**config.mk**
```make
export PLATFORM = sky130hd
export DESIGN_NAME = modular_exponentiation_core
export DESIGN_NICKNAME = d
export VERILOG_FILES = /design/src/hw/rtl/mxp_pkg.sv /design/src/hw/rtl/mxp_mul_unit.sv /design/src/hw/rtl/modular_exponentiation_core.sv
export SDC_FILE = /design/constraint.sdc
export NUM_CORES = 1
export LEC_CHECK = 0
export BUFFER_PORTS_ARGS = -buffer_cell sky130_fd_sc_hd__buf_2
export CORE_ASPECT_RATIO = 2
export CORE_MARGIN = 1.5
export CORE_UTILIZATION = 30
export DETAILED_ROUTE_END_ITERATION = 7
export GPL_TIMING_DRIVEN = 0
export PLACE_DENSITY = 0.52
export SYNTH_ARGS = -nofsm -noshare
export SYNTH_HDL_FRONTEND = slang
export SYNTH_SLANG_ARGS = --single-unit
```
**constraint.sdc**
```tcl
create_clock -name i_clk -period 5.1 [get_ports i_clk]
set_input_delay 0.255 -clock i_clk [delete_from_list [all_inputs] [get_ports i_clk]]
set_output_delay 0.255 -clock i_clk [all_outputs]
set_load 0.05 [all_outputs]
```
**src/hw/rtl/mxp_pkg.sv**
```systemverilog
`timescale 1ns / 1ps
package mxp_pkg;

    localparam int          OPERAND_BITS_DEF  = 32;
    localparam int          EXPONENT_BITS_DEF = 32;
    localparam logic [63:0] MODULUS_RESET     = 64'd1000000009;

    typedef enum logic [2:0] {
        S_IDLE,
        S_REDUCE,
        S_SQUARE,
        S_MULT,
        S_DONE
    } t_state;

    typedef struct packed {
        logic start;
    } t_mul_ctl;

    typedef struct packed {
        logic busy;
        logic done;
    } t_mul_stat;

endpackage

```
**src/hw/rtl/mxp_mul_unit.sv**
```systemverilog
`timescale 1ns / 1ps
module mxp_mul_unit import mxp_pkg::*; #(
    parameter int OPERAND_BITS = OPERAND_BITS_DEF
) (
    input  logic                    i_clk,
    input  logic                    i_rst_n,
    input  t_mul_ctl                i_ctl,
    input  logic [OPERAND_BITS-1:0] i_a,
    input  logic [OPERAND_BITS-1:0] i_mplr,
    input  logic [OPERAND_BITS-1:0] i_m,
    output t_mul_stat               o_stat,
    output logic [OPERAND_BITS-1:0] o_result
);

    localparam int CNT_W = $clog2(OPERAND_BITS);
    localparam int SUM_W = OPERAND_BITS + 2;

    logic [OPERAND_BITS-1:0] r_acc,  n_acc;
    logic [OPERAND_BITS-1:0] r_a;
    logic [OPERAND_BITS-1:0] r_mplr;
    logic [CNT_W-1:0]        r_cnt;
    logic                    r_busy;
    logic                    r_done;

    logic [SUM_W-1:0] sum;
    logic [SUM_W-1:0] m_one;
    logic [SUM_W-1:0] m_two;
    logic [SUM_W-1:0] red;

    always_comb begin
        m_one = {2'b00, i_m};
        m_two = {1'b0, i_m, 1'b0};
        sum   = {1'b0, r_acc, 1'b0} + (r_mplr[OPERAND_BITS-1] ? {2'b00, r_a} : '0);
        if (sum >= m_two) begin
            red = sum - m_two;
        end else if (sum >= m_one) begin
            red = sum - m_one;
        end else begin
            red = sum;
        end
        n_acc = red[OPERAND_BITS-1:0];
    end

    always_ff @(posedge i_clk) begin
        if (!i_rst_n) begin
            r_busy <= 1'b0;
            r_done <= 1'b0;
        end else begin
            r_done <= 1'b0;
            if (i_ctl.start && !r_busy) begin
                r_busy <= 1'b1;
            end else if (r_busy && r_cnt == '0) begin
                r_busy <= 1'b0;
                r_done <= 1'b1;
            end
        end
    end

    always_ff @(posedge i_clk) begin
        if (i_ctl.start && !r_busy) begin
            r_acc  <= '0;
            r_a    <= i_a;
            r_mplr <= i_mplr;
            r_cnt  <= CNT_W'(OPERAND_BITS - 1);
        end else if (r_busy) begin
            r_acc  <= n_acc;
            r_mplr <= {r_mplr[OPERAND_BITS-2:0], 1'b0};
            r_cnt  <= r_cnt - 1'b1;
        end
    end

    assign o_stat.busy = r_busy;
    assign o_stat.done = r_done;
    assign o_result    = r_acc;

endmodule

```
**src/hw/rtl/modular_exponentiation_core.sv**
```systemverilog
`timescale 1ns / 1ps
// Each request runs a reduce step, then a square step per exponent bit and a multiply step per
// set exponent bit, all on the bit-serial modular multiplier shared by all steps.
// A zero modulus skips the multiplier and gives a zero result through S_DONE.
// A request is taken only in S_IDLE; a stalled result holds the next result in S_DONE.
// Reset: synchronous active-low i_rst_n clears control and loads the modulus with 1000000009.
module modular_exponentiation_core import mxp_pkg::*; #(
    parameter int OPERAND_BITS  = OPERAND_BITS_DEF,
    parameter int EXPONENT_BITS = EXPONENT_BITS_DEF
) (
    input  logic                     i_clk,
    input  logic                     i_rst_n,
    input  logic                     i_in_valid,
    output logic                     o_in_stall,
    input  logic [OPERAND_BITS-1:0]  i_base_value,
    input  logic [EXPONENT_BITS-1:0] i_exponent,
    output logic                     o_out_valid,
    input  logic                     i_out_stall,
    output logic [OPERAND_BITS-1:0]  o_power_result,
    input  logic                     i_cfg_valid,
    output logic                     o_cfg_ready,
    input  logic [OPERAND_BITS-1:0]  i_cfg_modulus
);

    localparam int IDX_W = (EXPONENT_BITS > 1) ? $clog2(EXPONENT_BITS) : 1;

    t_state                   r_state, n_state;
    logic                     r_issue, n_issue;
    logic [IDX_W-1:0]         r_idx,   n_idx;
    logic [OPERAND_BITS-1:0]  r_run,   n_run;
    logic [OPERAND_BITS-1:0]  r_bred,  n_bred;
    logic [OPERAND_BITS-1:0]  r_base;
    logic [EXPONENT_BITS-1:0] r_exp;
    logic [OPERAND_BITS-1:0]  r_modulus;
    logic [OPERAND_BITS-1:0]  r_result;
    logic                     r_out_valid;

    logic                    in_take;
    logic                    out_load;
    logic                    slot_free;
    logic [OPERAND_BITS-1:0] one_m;
    logic [OPERAND_BITS-1:0] op_a;
    logic [OPERAND_BITS-1:0] op_mplr;
    logic [OPERAND_BITS-1:0] mul_res;
    t_mul_ctl                mul_ctl;
    t_mul_stat               mul_stat;

    assign o_in_stall  = (r_state != S_IDLE);
    assign o_cfg_ready = (r_state == S_IDLE);
    assign in_take     = i_in_valid && !o_in_stall;
    assign slot_free   = !r_out_valid || !i_out_stall;
    assign one_m       = (r_modulus == OPERAND_BITS'(1)) ? '0 : OPERAND_BITS'(1);

    mxp_mul_unit #(
        .OPERAND_BITS(OPERAND_BITS)
    ) u_mul (
        .i_clk    (i_clk),
        .i_rst_n  (i_rst_n),
        .i_ctl    (mul_ctl),
        .i_a      (op_a),
        .i_mplr   (op_mplr),
        .i_m      (r_modulus),
        .o_stat   (mul_stat),
        .o_result (mul_res)
    );

    always_comb begin
        n_state       = r_state;
        n_issue       = 1'b0;
        n_idx         = r_idx;
        n_run         = r_run;
        n_bred        = r_bred;
        out_load      = 1'b0;
        mul_ctl.start = 1'b0;
        op_a          = r_run;
        op_mplr       = r_run;
        case (r_state)
            S_IDLE: begin
                if (in_take) begin
                    if (r_modulus == '0) begin
                        n_run   = '0;
                        n_state = S_DONE;
                    end else begin
                        n_issue = 1'b1;
                        n_state = S_REDUCE;
                    end
                end
            end
            S_REDUCE: begin
                op_a          = one_m;
                op_mplr       = r_base;
                mul_ctl.start = r_issue && !mul_stat.busy;
                if (mul_stat.done) begin
                    n_bred  = mul_res;
                    n_run   = one_m;
                    n_idx   = IDX_W'(EXPONENT_BITS - 1);
                    n_issue = 1'b1;
                    n_state = S_SQUARE;
                end
            end
            S_SQUARE: begin
                mul_ctl.start = r_issue && !mul_stat.busy;
                if (mul_stat.done) begin
                    n_run = mul_res;
                    if (r_exp[r_idx]) begin
                        n_issue = 1'b1;
                        n_state = S_MULT;
                    end else if (r_idx == '0) begin
                        n_state = S_DONE;
                    end else begin
                        n_idx   = r_idx - 1'b1;
                        n_issue = 1'b1;
                    end
                end
            end
            S_MULT: begin
                op_mplr       = r_bred;
                mul_ctl.start = r_issue && !mul_stat.busy;
                if (mul_stat.done) begin
                    n_run = mul_res;
                    if (r_idx == '0) begin
                        n_state = S_DONE;
                    end else begin
                        n_idx   = r_idx - 1'b1;
                        n_issue = 1'b1;
                        n_state = S_SQUARE;
                    end
                end
            end
            S_DONE: begin
                if (slot_free) begin
                    out_load = 1'b1;
                    n_state  = S_IDLE;
                end
            end
            default: begin
                n_state = S_IDLE;
            end
        endcase
        if (r_issue && mul_stat.busy) begin
            n_issue = 1'b1;
        end
    end

    always_ff @(posedge i_clk) begin
        if (!i_rst_n) begin
            r_state     <= S_IDLE;
            r_issue     <= 1'b0;
            r_out_valid <= 1'b0;
            r_modulus   <= MODULUS_RESET[OPERAND_BITS-1:0];
        end else begin
            r_state <= n_state;
            r_issue <= n_issue && !mul_ctl.start;
            if (out_load) begin
                r_out_valid <= 1'b1;
            end else if (!i_out_stall) begin
                r_out_valid <= 1'b0;
            end
            if (i_cfg_valid && o_cfg_ready) begin
                r_modulus <= i_cfg_modulus;
            end
        end
    end

    always_ff @(posedge i_clk) begin
        r_idx  <= n_idx;
        r_run  <= n_run;
        r_bred <= n_bred;
        if (in_take) begin
            r_base <= i_base_value;
            r_exp  <= i_exponent;
        end
        if (out_load) begin
            r_result <= r_run;
        end
    end

    assign o_out_valid    = r_out_valid;
    assign o_power_result = r_result;

endmodule

```
==> run_results.csv, run 1 <==
group,metric,value,unit
floorplan,core,0.0560,mm^2
run_status,violations,"setup timing",
drt,vias_per_cell,5.10,
global_route,grt-ovfl-total,0,
drt,wl_per_cell,21.4,um
logic_synthesis,yosys-top-cells-area,"edfxtp_1 (41%), dfxtp_1 (9.0%), ha_1 (7.2%)",
drt,drtIter0Drc,718,
floorplan,rows,123,
timing,slew_headroom,26.1,%
floorplan,ioPinCount,136,
critical_path,start_kind,"flip-flop",
clock_network,worstSkewPairLatency,0.61,ns
power_and_ir_drop,clock_power_share,15.5,%
clock_network,cts_tree,"done",
final_layout,areaGrowthSynthToFinish,30.0,%
power_and_ir_drop,ir_drop,0.000441,V
logic_synthesis,synthesis.nets,1825,
final_layout,fin_nets,2142,
logic_synthesis,synth_edf_count,229,
drt,drt_pass1_iterations,5,
run_status,status,"complete, but fails checks",
power_and_ir_drop,p_switching,0.00685,W
place,portBuffers,134,
floorplan,dieArea,0.0581,mm^2
timing,setup_viol,32,
logic_synthesis,synth_area,0.0170,mm^2
power_and_ir_drop,p_per_area,694,mW/mm^2
final_layout,layout-drive-gt1-share,20.1,%
clock_network,clock_sinks,305,
power_and_ir_drop,swShare,44.7,%
timing,fmax,0.174,GHz
logic_synthesis,synth.top_cell.area_share,40.5,%
logic_synthesis,syn_avg_cell_area,10.4,um^2
global_route,grt_pass1_vias,14700,
clock_network,clock-root-buffer,"clkbuf_16",
timing,skew,0.0282,ns
critical_path,cp.arrival,6.28,ns
drt,totalWireLength,58.1,mm
global_route,grt_max_degree,66,
logic_synthesis,syn_inst,1624,
drt,vias,13900,
timing,slew_violations,0,
floorplan,die_width,171,um
logic_synthesis,synth_largest_area_cell,"edfxtp_1",
global_route,grt_pass1_wl,85.2,mm
final_layout,fin_area,0.0221,mm^2
clock_network,cts_max_level,1,
power_and_ir_drop,pwr-share-seq,22.8,%
critical_path,path_class,"reg -> reg",
timing,fin_ws,-0.659,ns
floorplan,die_h,339,um
timing,tightest_slew,1.11,ns
global_route,grtUsageTotal,19.7,%
critical_path,end_kind,"flip-flop",
place,dpl_cell_area,0.0187,mm^2
logic_synthesis,async_reset_ff_share,0,%
timing,hold_viol_final,0,
worst_hold_path,hp-class,"in -> reg",
timing,rsz0062_at_grt,"true",
clock_network,path_clk_slew,0.07,ns
drt,drc,0,
power_and_ir_drop,power.leakage,8.36,nW
place,hpwl,44.1,mm
logic_synthesis,synth_ff_type,"edfxtp_1",
power_and_ir_drop,pwr-share-comb,61.7,%
clock_network,cts_made_buffers,31,
logic_synthesis,ys_warn_count,0,
floorplan,start_util,30.3,%
timing,finalCritPeriodShare,113,%
power_and_ir_drop,intPower,0.00846,W
drt,ant_nets,0,
critical_path,cp_max_fo,7,
logic_synthesis,yosysSeqAreaShare,49.5,%
logic_synthesis,synth_cell_types,77,
job,cap_viol_max_count,0,
timing,fin_crit,5.76,ns
final_layout,final_util,39.4,%
logic_synthesis,ys_ff_latch,305,
place,gp_congestion,0.910,
place,place_ws,-3.12,ns
critical_path,crit_required,5.62,ns
clock_network,cts_buffer_depth,3,
global_route,antenna_found_initial,2,
cells by family (layout without fill, tap and decap cells):
| group | after synthesis | in the layout | synth area share [%] |
|---|---|---|---|
| and+or+nand+nor | 494 | 494 | 14.3 |
| AOI/OAI and AO/OA | 444 | 444 | 16.7 |
| DFF | 305 | 305 | 49.5 |
| buffers and inverters | 138 | 480 | 3.35 |
| adders and majority gates | 100 | 100 | 7.51 |
| xor gates and xnor gates | 81 | 81 | 4.18 |
| muxes | 62 | 62 | 4.40 |
| other | 0 | 1 | 0 |
stage by stage:
| step | total power (W) | setup TNS, ns | hold WS, ns | std cells |
|---|---|---|---|---|
| final | 0.0153 | -19.13 | 0.165 | 2717 |
| after global routing | 0.0162 | -24.27 | 0.197 | 2717 |
| after CTS | 0.0146 | -20.85 | 0.155 | 2698 |
| after detailed placement | 0.0111 | -92.27 | 0.416 | 2511 |
| after global placement | 0.0110 | -110.83 | 0.423 | 2508 |
| after floorplan | 0.00891 | 0 | 0.354 | 1624 |
per-layer routing:
| metal | track usage (%) | vias to the layer above | share of wire, % |
|---|---|---|---|
| met5 | 0 | - | 0 |
| met4 | 11.1 | 0 | 5.6 |
| met3 | 1.94 | 138 | 3.4 |
| met2 | 38.4 | 362 | 55 |
| met1 | 19.7 | 6745 | 35 |
| li1 | - | 6617 | - |
cell usage in the layout (no fill, tap or decap), drive strengths merged, types with 12 or more instances in the layout:
cell,n
a22oi,22
and2,68
nor4,12
o21ai,132
edfxtp,229
inv,80
nor2,61
nor3,29
dlygate4sd3,97
nand3,31
a21o,28
xnor2,60
a211oi,21
xor2,21
dfxtp,76
buf,202
nand2,190
nor2b,42
and3,12
ha,97
o211ai,28
nand4,17
mux2i,52
clkbuf,84
a31oi,12
a21oi,121
o21a,19
final timing paths:
path / start / endpoint / slack [ns] / depth (start not counted)
worst max-delay path: u_mul.r_mplr[31]$_DFFE_PP_ / u_mul.o_result[9]$_SDFFE_PP0P_ / -0.66 / 27
worst min-delay path: i_cfg_valid / r_modulus[22]$_SDFFE_PN0P_ / 0.16 / 4
worst max register to register: u_mul.r_mplr[31]$_DFFE_PP_ / u_mul.o_result[9]$_SDFFE_PP0P_ / -0.66 / 27
worst min register to register: u_mul.o_result[31]$_SDFFE_PP0P_ / r_bred[31]$_DFFE_PP_ / 0.44 / 0
critical path, cell delays in order, from the launching register on:
cell and delay (ns):
edfxtp_1 0.47, clkbuf_8 0.20, buf_4 0.14, and2_1 0.15, ha_2 0.22, a2111oi_4 0.39, a21oi_2 0.14, o21ai_2 0.22
nand4b_1 0.21, a31o_2 0.33, a21oi_4 0.15, xnor2_2 0.13, buf_6 0.14, ha_4 0.22, a211oi_2 0.22, nand2_1 0.11
or3_1 0.38, o211ai_1 0.18, buf_4 0.19, a21oi_2 0.06, or4_4 0.49, buf_4 0.15, buf_6 0.11, buf_4 0.14
nor2_4 0.10, buf_6 0.16, nand3_1 0.09, a31oi_1 0.19
power by group through the flow:
stage	logic (W)	clock network [W]	registers, W
after global placement	0.00750	0	0.00353
after detailed placement	0.00759	0	0.00352
after CTS	0.00870	0.00243	0.00348
after global routing	0.0101	0.00251	0.00353
after floorplan	0.00548	0	0.00343
final	0.00945	0.00238	0.00349
final cells by class:
cell class                 instances  area (um^2)
clock buffer                      37          798
buffer                            60          343
inverter                          76          288
sequential                       305         8400
fill                            5580        34000
tap                              750          938
multi-input combinational       1181         8880
clock inverter                    21          225
antenna                            1         2.50
timing repair buffer             286         2180
sequential cells by signal (all words and copies together) (netlist names):
register / cells
u_mul.r_busy: 1
r_state: 3
r_run: 32
o_power_result: 32
r_modulus: 32
u_mul.r_mplr: 32
r_issue: 1
o_out_valid: 1
u_mul.r_done: 1
u_mul.r_cnt: 5
r_bred: 32
r_base: 32
r_exp: 32
u_mul.r_a: 32
r_idx: 5
u_mul.o_result: 32
Yosys cell counts (all sizes together), types with 49 or more instances:
library cell	count
a21oi	121
and2	68
clkbuf	49
dfxtp	76
edfxtp	229
ha	97
inv	76
mux2i	52
nand2	190
nor2	61
o21ai	132
xnor2	60
repair_timing:
item,in CTS,in global routing
setup buffers,31,18
hold buffers,97,0
gates resized for setup,105,78
pin swaps,44,47
endpoints found under the setup margin,32,32
gates cloned,2,2
endpoints found under the hold margin,97,0
No activity file was read; power rests on OpenSTA's default activity.
==> run 2: changes to the inputs <==
--- a/config.mk
+++ b/config.mk
@@ -5,13 +5,13 @@
 export SDC_FILE = /design/constraint.sdc
 export NUM_CORES = 1
 export LEC_CHECK = 0
-export BUFFER_PORTS_ARGS = -buffer_cell sky130_fd_sc_hd__buf_2
 export CORE_ASPECT_RATIO = 2
 export CORE_MARGIN = 1.5
 export CORE_UTILIZATION = 30
 export DETAILED_ROUTE_END_ITERATION = 7
+export DONT_BUFFER_PORTS = 1
 export GPL_TIMING_DRIVEN = 0
-export PLACE_DENSITY = 0.52
+export PLACE_DENSITY = 0.5
 export SYNTH_ARGS = -nofsm -noshare
 export SYNTH_HDL_FRONTEND = slang
 export SYNTH_SLANG_ARGS = --single-unit
==> run 2 against run 1 <==
Compared with the run above: the flow still finishes with violations (setup timing); final area fell by 1.4%; clock skew down 0.0073 ns; cell count is 4.4% lower.
==> run_results.csv, run 2 (synthesis gave the netlist of run 1 again) <==
group,metric,value,unit
run_status,status,"complete, but fails checks",
run_status,violations,"setup timing",
critical_path,crit_slowest_cell,"edfxtp_1",
final_layout,fin_nets,2023,
global_route,grt-ovfl-total,0,
drt,drtIter0Drc,705,
critical_path,crit_required,5.62,ns
critical_path,cp_max_fo,8,
global_route,antenna_found_initial,0,
critical_path,cp_num_cells,23,
timing,slew_headroom,20.3,%
power_and_ir_drop,p_switching,0.00692,W
clock_network,cts_buffer_depth,3,
timing,skew,0.0209,ns
place,gp_congestion,0.903,
power_and_ir_drop,clock_power_share,17.2,%
drt,ant_nets,0,
final_layout,final_util,38.8,%
floorplan,rows,123,
timing,fmax,0.176,GHz
floorplan,ioPinCount,136,
timing,hold_ws,0.0860,ns
power_and_ir_drop,swShare,44.2,%
clock_network,cts_tree,"done",
timing,hold_viol_final,0,
global_route,grt_max_degree,66,
critical_path,cp.arrival,6.20,ns
critical_path,crit_chain,"buf_8, and2_4, ha_4, a2111oi_4, a21oi_4, o21ai_2, nand4b_1, a31o_2, a21oi_4, xnor2_2, buf_6, ha_4, a211oi_4, nand2_1, or3_1, o211ai_1, buf_4, a21oi_2, or4_4, or2_4, buf_8, mux2i_2, a221oi_2",
drt,totalWireLength,57.2,mm
global_route,grt_pass1_wl,84.4,mm
floorplan,dieArea,0.0581,mm^2
place,place_ws,-3.46,ns
final_layout,multi_input_area,0.00897,mm^2
clock_network,cts_max_level,1,
place,portBuffers,0,
final_layout,n_fill_cell,5539,
drt,drt_pass1_iterations,5,
floorplan,die_width,171,um
timing,fin_ws,-0.579,ns
timing,finalCritPeriodShare,111,%
timing,tightest_slew,1.19,ns
final_layout,areaGrowthSynthToFinish,28.2,%
final_layout,most-common-layout-cells,"edfxtp_1 (229), nand2_1 (187), a21oi_1 (105), o21ai_0 (104), dlygate4sd3_1 (97)",
floorplan,core,0.0560,mm^2
final_layout,fin_area,0.0217,mm^2
drt,vias,13300,
worst_hold_path,hp-class,"in -> reg",
timing,setup_viol,32,
power_and_ir_drop,pwr-share-comb,60.2,%
drt,vias_per_cell,5.13,
global_route,grtUsageTotal,19.4,%
timing,slew_violations,0,
critical_path,crit_family,"compound AO/OA/AOI/OAI gates",
job,cap_viol_max_count,0,
global_route,grt_pass1_vias,14100,
final_layout,final_cells,2597,
place,place_inst,2376,
floorplan,start_util,30.3,%
worst_hold_path,hold_depth,3,
clock_network,clock_sinks,305,
critical_path,cpPeakStageDelay,0.53,ns
critical_path,r2r_cells,23,
clock_network,cts_made_buffers,31,
power_and_ir_drop,intPower,0.00873,W
critical_path,start_kind,"flip-flop",
final_layout,mostFrequentLayoutCell,"edfxtp_1",
critical_path,end_kind,"flip-flop",
power_and_ir_drop,ir_drop,0.000345,V
clock_network,worstSkewPairLatency,0.61,ns
power_and_ir_drop,power.leakage,8.01,nW
drt,wl_per_cell,22.0,um
timing,fin_crit,5.68,ns
critical_path,path_class,"reg -> reg",
final_layout,n_antenna_cell,0,
clock_network,clock-root-buffer,"clkbuf_16",
power_and_ir_drop,p_per_area,720,mW/mm^2
final_layout,register_area,0.00840,mm^2
power_and_ir_drop,pwr-share-seq,22.6,%
place,hpwl,44.2,mm
drt,drc,0,
timing,rsz0062_at_grt,"true",
critical_path,worst-path-buf-inv,4,
final_layout,layout-drive-gt1-share,16.1,%
floorplan,die_h,339,um
clock_network,path_clk_slew,0.07,ns
place,dpl_cell_area,0.0180,mm^2
run 2: changes by cell type in the layout (fill, tap and decap cells not counted), moves of 3 or more:
cell	delta
buf_4	+18
bufinv_16	+5
inv_8	+3
a211oi_2	-3
clkbuf_1	-6
buf_2	-134
ha_2	+4
buf_6	-3
a211oi_4	+3
mux2i_2	+5
buf_8	+4
mux2i_1	-4
run 2: path summary, 6_finish.rpt:
check | start | end | slack [ns]
setup / recovery | u_mul.r_mplr[31]$_DFFE_PP_ | u_mul.o_result[16]$_SDFFE_PP0P_ | -0.58
hold / removal | i_cfg_valid | r_modulus[2]$_SDFFE_PN0P_ | 0.09
setup reg to reg | u_mul.r_mplr[31]$_DFFE_PP_ | u_mul.o_result[16]$_SDFFE_PP0P_ | -0.58
hold reg to reg | r_modulus[6]$_SDFFE_PN0P_ | r_modulus[6]$_SDFFE_PN0P_ | 0.47
run 2: power groups by stage:
| stage | combinational [W] | clock, W | sequential [W] |
|---|---|---|---|
| floorplan | 0.00548 | 0 | 0.00343 |
| global placement | 0.00746 | 0 | 0.00358 |
| detailed placement | 0.00753 | 0 | 0.00357 |
| CTS | 0.00852 | 0.00276 | 0.00354 |
| global route | 0.0101 | 0.00283 | 0.00359 |
| finish | 0.00942 | 0.00270 | 0.00354 |
run 2: timing repair:
item,4_1_cts,5_1_grt
gates resized for setup,118,86
buffers inserted,38,28
endpoints found under the setup margin,32,32
pin swaps,44,41
endpoints found under the hold margin,103,0
cloned,0,3
hold buffers,97,0
run 2: area by class of cell:
| type | count | share of cell area [%] |
|---|---|---|
| repair buffers | 169 | 7.58 |
| clock inverters | 26 | 1.86 |
| flip-flops and latches | 305 | 38.6 |
| plain buffers | 58 | 1.46 |
| clock buffers | 32 | 3.59 |
| multi-input cells | 1181 | 41.2 |
| well taps | 750 | 4.32 |
| inverters | 76 | 1.31 |
run 2: per-layer routing:
layer  up-vias  GRT usage, %  part of all wire (%)
met4         0          9.45                   6.1
li1       6382             -                     -
met1      6441          19.0                    35
met3       136          2.24                   3.5
met2       365          38.9                    56
met5         -             0                     0
run 2: through the flow:
stage	power [W]	setup TNS, ns
after detailed placement	0.0111	-103.72
after floorplan	0.00891	0
after CTS	0.0148	-16.38
after global routing	0.0165	-20.00
final	0.0156	-15.41
after global placement	0.0110	-109.69
run 2: worst reg2reg max path: stages (launching register included):
cell       delay (ns)
edfxtp_1         0.53
buf_8            0.20
and2_4           0.14
ha_4             0.27
a2111oi_4        0.42
a21oi_4          0.13
o21ai_2          0.18
nand4b_1         0.19
a31o_2           0.31
a21oi_4          0.15
xnor2_2          0.13
buf_6            0.14
ha_4             0.23
a211oi_4         0.26
nand2_1          0.09
or3_1            0.36
o211ai_1         0.17
buf_4            0.20
a21oi_2          0.07
or4_4            0.49
or2_4            0.31
buf_8            0.17
mux2i_2          0.16
a221oi_2         0.30
==> run 3: changes to the inputs <==
--- a/config.mk
+++ b/config.mk
@@ -11,7 +11,8 @@
 export DETAILED_ROUTE_END_ITERATION = 7
 export DONT_BUFFER_PORTS = 1
 export GPL_TIMING_DRIVEN = 0
-export PLACE_DENSITY = 0.5
+export PLACE_DENSITY = 0.49
 export SYNTH_ARGS = -nofsm -noshare
 export SYNTH_HDL_FRONTEND = slang
+export SYNTH_HIERARCHICAL = 1
 export SYNTH_SLANG_ARGS = --single-unit
==> constraint.sdc (replaced) <==
create_clock -name i_clk -period 6.6 [get_ports i_clk]
set_input_delay 0.33 -clock i_clk [delete_from_list [all_inputs] [get_ports i_clk]]
set_output_delay 0.33 -clock i_clk [all_outputs]
set_load 0.05 [all_outputs]
==> run 3 against run 2 <==
Compared with the run above: the flow now finishes without violations; critical path depth down 1; critical path type unchanged; total power shrank 47%; non-clock buffer count decreased by 58; area after synthesis increased by 2.7%; count of clock-buffer cells in the layout up 4; worst hold slack worse by 0.057 ns; clock power fell by 23%; highest routed layer unchanged; cell count is 2.3% lower; via count down 3.7%.
==> run_results.csv, run 3 <==
group,metric,value,unit
critical_path,crit_top_cell,"a21oi_1",
logic_synthesis,async_reset_ff_share,0,%
final_layout,multi_input_area,0.00849,mm^2
logic_synthesis,yosysMostFrequentCell,"edfxtp_1",
timing,slew_violations,0,
floorplan,start_util,30.4,%
clock_network,worstSkewPairLatency,0.55,ns
logic_synthesis,ys_warn_count,6,
logic_synthesis,yosys-top-cells-area,"edfxtp_1 (39%), dfxtp_1 (8.7%), ha_1 (7.0%)",
drt,drtIter0Drc,475,
drt,vias,12800,
drt,drc,0,
logic_synthesis,synth_top_cells_by_count,"edfxtp_1 (229), nand2_1 (154), a21oi_1 (116), ha_1 (98), dfxtp_1 (76)",
logic_synthesis,synth_largest_area_cell,"edfxtp_1",
timing,fin_crit,6.23,ns
global_route,grt_use_met1,17.5,%
final_layout,fin_nets,1956,
logic_synthesis,synth.top_cell.area_share,39.5,%
power_and_ir_drop,p_total,0.00827,W
final_layout,n_fill_cell,5691,
final_layout,n_antenna_cell,0,
logic_synthesis,synth_ff_type,"edfxtp_1",
timing,tightest_slew,1.08,ns
power_and_ir_drop,clock_power_share,25.0,%
clock_network,cts_tree,"done",
power_and_ir_drop,p_switching,0.00329,W
power_and_ir_drop,pwr-share-comb,46.1,%
power_and_ir_drop,swShare,39.8,%
place,place_ws,-0.656,ns
clock_network,path_clk_slew,0.08,ns
final_layout,register_area,0.00840,mm^2
drt,drt_pass1_iterations,7,
power_and_ir_drop,ir_drop,0.000276,V
place,hpwl,43.8,mm
critical_path,path_class,"reg -> reg",
global_route,grt_pass1_wl,81.7,mm
job,cap_viol_max_count,0,
drt,vias_per_cell,5.06,
clock_network,clock-root-buffer,"clkbuf_16",
global_route,grt.met2_usage,36.9,%
clock_network,clock_sinks,305,
timing,rsz0062_at_grt,"false",
timing,hold_viol_final,0,
critical_path,cp.arrival,6.71,ns
critical_path,crit_slowest_cell,"edfxtp_1",
timing,fmax,0.160,GHz
floorplan,dieArea,0.0596,mm^2
critical_path,crit_family,"compound AO/OA/AOI/OAI gates",
critical_path,cp_max_fo,10,
drt,wl_per_cell,21.5,um
critical_path,start_kind,"flip-flop",
final_layout,areaGrowthSynthToFinish,19.0,%
global_route,grt-busiest-layer,"met2",
clock_network,cts_max_level,2,
floorplan,core,0.0572,mm^2
global_route,grt_pass1_vias,13600,
floorplan,die_width,173,um
worst_hold_path,hp-class,"in -> reg",
global_route,grt_max_degree,36,
final_layout,most-common-layout-cells,"edfxtp_1 (229), nand2_1 (154), a21oi_1 (113), ha_1 (97), dlygate4sd3_1 (97)",
critical_path,crit_required,7.08,ns
floorplan,ioPinCount,136,
global_route,grtUsageMet3,2.61,%
logic_synthesis,syn_inst,1614,
final_layout,layout-drive-gt1-share,9.83,%
global_route,antenna_found_initial,0,
timing,fin_ws,0.366,ns
logic_synthesis,synthesis.nets,1816,
timing,hold_ws,0.0292,ns
critical_path,end_kind,"flip-flop",
critical_path,crit_chain,"clkbuf_1, and2_1, ha_1, a21oi_1, o21ai_0, a21oi_1, a21oi_1, a21oi_1, o21bai_1, or4_1, nand3_1, ha_1, buf_2, a21o_1, a21o_1, a221oi_2, o21ai_2, a221oi_2, o2111ai_1, buf_4, nor2b_2, a221o_1",
clock_network,cts_buffer_depth,3,
timing,slew_headroom,27.8,%
power_and_ir_drop,p_per_area,399,mW/mm^2
place,portBuffers,0,
run_status,status,"finished clean",
critical_path,cpPeakStageDelay,0.53,ns
place,gp_congestion,0.900,
global_route,grt-ovfl-total,0,
worst_hold_path,worstHoldStart,"i_out_stall",
floorplan,die_h,344,um
floorplan,rows,124,
power_and_ir_drop,intPower,0.00499,W
logic_synthesis,yosysSeqAreaShare,48.2,%
logic_synthesis,synth_cell_types,94,
critical_path,crit_start,"u_mul/r_mplr[31]$_DFFE_PP_",
drt,ant_nets,0,
final_layout,mostFrequentLayoutCell,"edfxtp_1",
timing,setup_viol,0,
clock_network,cts_made_buffers,34,
timing,finalCritPeriodShare,94.4,%
logic_synthesis,synth_area,0.0174,mm^2
logic_synthesis,synth_edf_count,229,
power_and_ir_drop,power.leakage,7.80,nW
critical_path,r2r-start,"u_mul/r_mplr[31]$_DFFE_PP_",
critical_path,worst-path-buf-inv,3,
drt,totalWireLength,54.5,mm
logic_synthesis,syn_avg_cell_area,10.8,um^2
global_route,grtUsageTotal,18.2,%
logic_synthesis,ys_ff_latch,305,
timing,skew,0.0248,ns
power_and_ir_drop,pwr-share-seq,28.9,%
-- run 3: worst paths after layout --
kind,end,slack [ns],depth (start not counted)
max,u_mul/o_result[20]$_SDFFE_PP0P_,0.37,22
min reg2reg,r_modulus[5]$_SDFFE_PN0P_,0.48,2
min,o_out_valid$_SDFFE_PN0P_,0.03,2
max reg2reg,u_mul/o_result[20]$_SDFFE_PP0P_,0.37,22
-- run 3: area by class of cell --
cell class | instances | share of cell area (%)
Sequential cell | 305 | 40.5
Clock buffer | 36 | 4.19
Inverter | 75 | 1.37
Timing Repair Buffer | 104 | 5.24
Tap cell | 756 | 4.56
Multi-Input combinational cell | 1169 | 41.0
Clock inverter | 26 | 1.59
Buffer | 65 | 1.58
-- run 3: kinds of logic after synthesis --
family / after synthesis / share of synthesized area [%]
compound gates: 421 / 16.2
xor+xnor: 84 / 4.22
fa+ha+maj: 101 / 7.38
buf+inv: 140 / 3.44
flops: 305 / 48.2
mux: 102 / 6.92
simple gates: 461 / 13.6
-- run 3: power groups by stage --
stage,logic [W],registers [W],clock network [W]
final,0.00382,0.00239,0.00207
after global placement,0.00367,0.00244,0
after CTS,0.00379,0.00240,0.00211
after global routing,0.00418,0.00242,0.00218
after detailed placement,0.00370,0.00244,0
after floorplan,0.00284,0.00235,0
-- run 3: per-layer routing --
| metal | share of wire (%) | routed length [um] |
|---|---|---|
| met5 | 0 | 0 |
| met3 | 3.5 | 1910 |
| met2 | 56 | 30300 |
| met1 | 36 | 19500 |
| met4 | 5.1 | 2810 |
-- run 3: timing repair --
item                                    4_1_cts  5_1_grt
hold buffers                                 97        0
resized for setup                             6        8
hold endpoints to repair                     98        0
gates cloned                                  0        0
endpoints found under the setup margin       32       29
setup buffers                                 2        0
-- run 3: metrics by stage --
| step | std cells | cell area [um^2] | utilization [%] | setup TNS, ns |
|---|---|---|---|---|
| final | 2536 | 20700 | 36.2 | 0 |
| after global routing | 2536 | 20700 | 36.2 | 0 |
| after CTS | 2536 | 20700 | 36.2 | 0 |
| after detailed placement | 2375 | 18500 | 32.3 | -15.44 |
| after global placement | 2370 | 18400 | 32.1 | -27.22 |
| after floorplan | 1614 | 17400 | - | 0 |
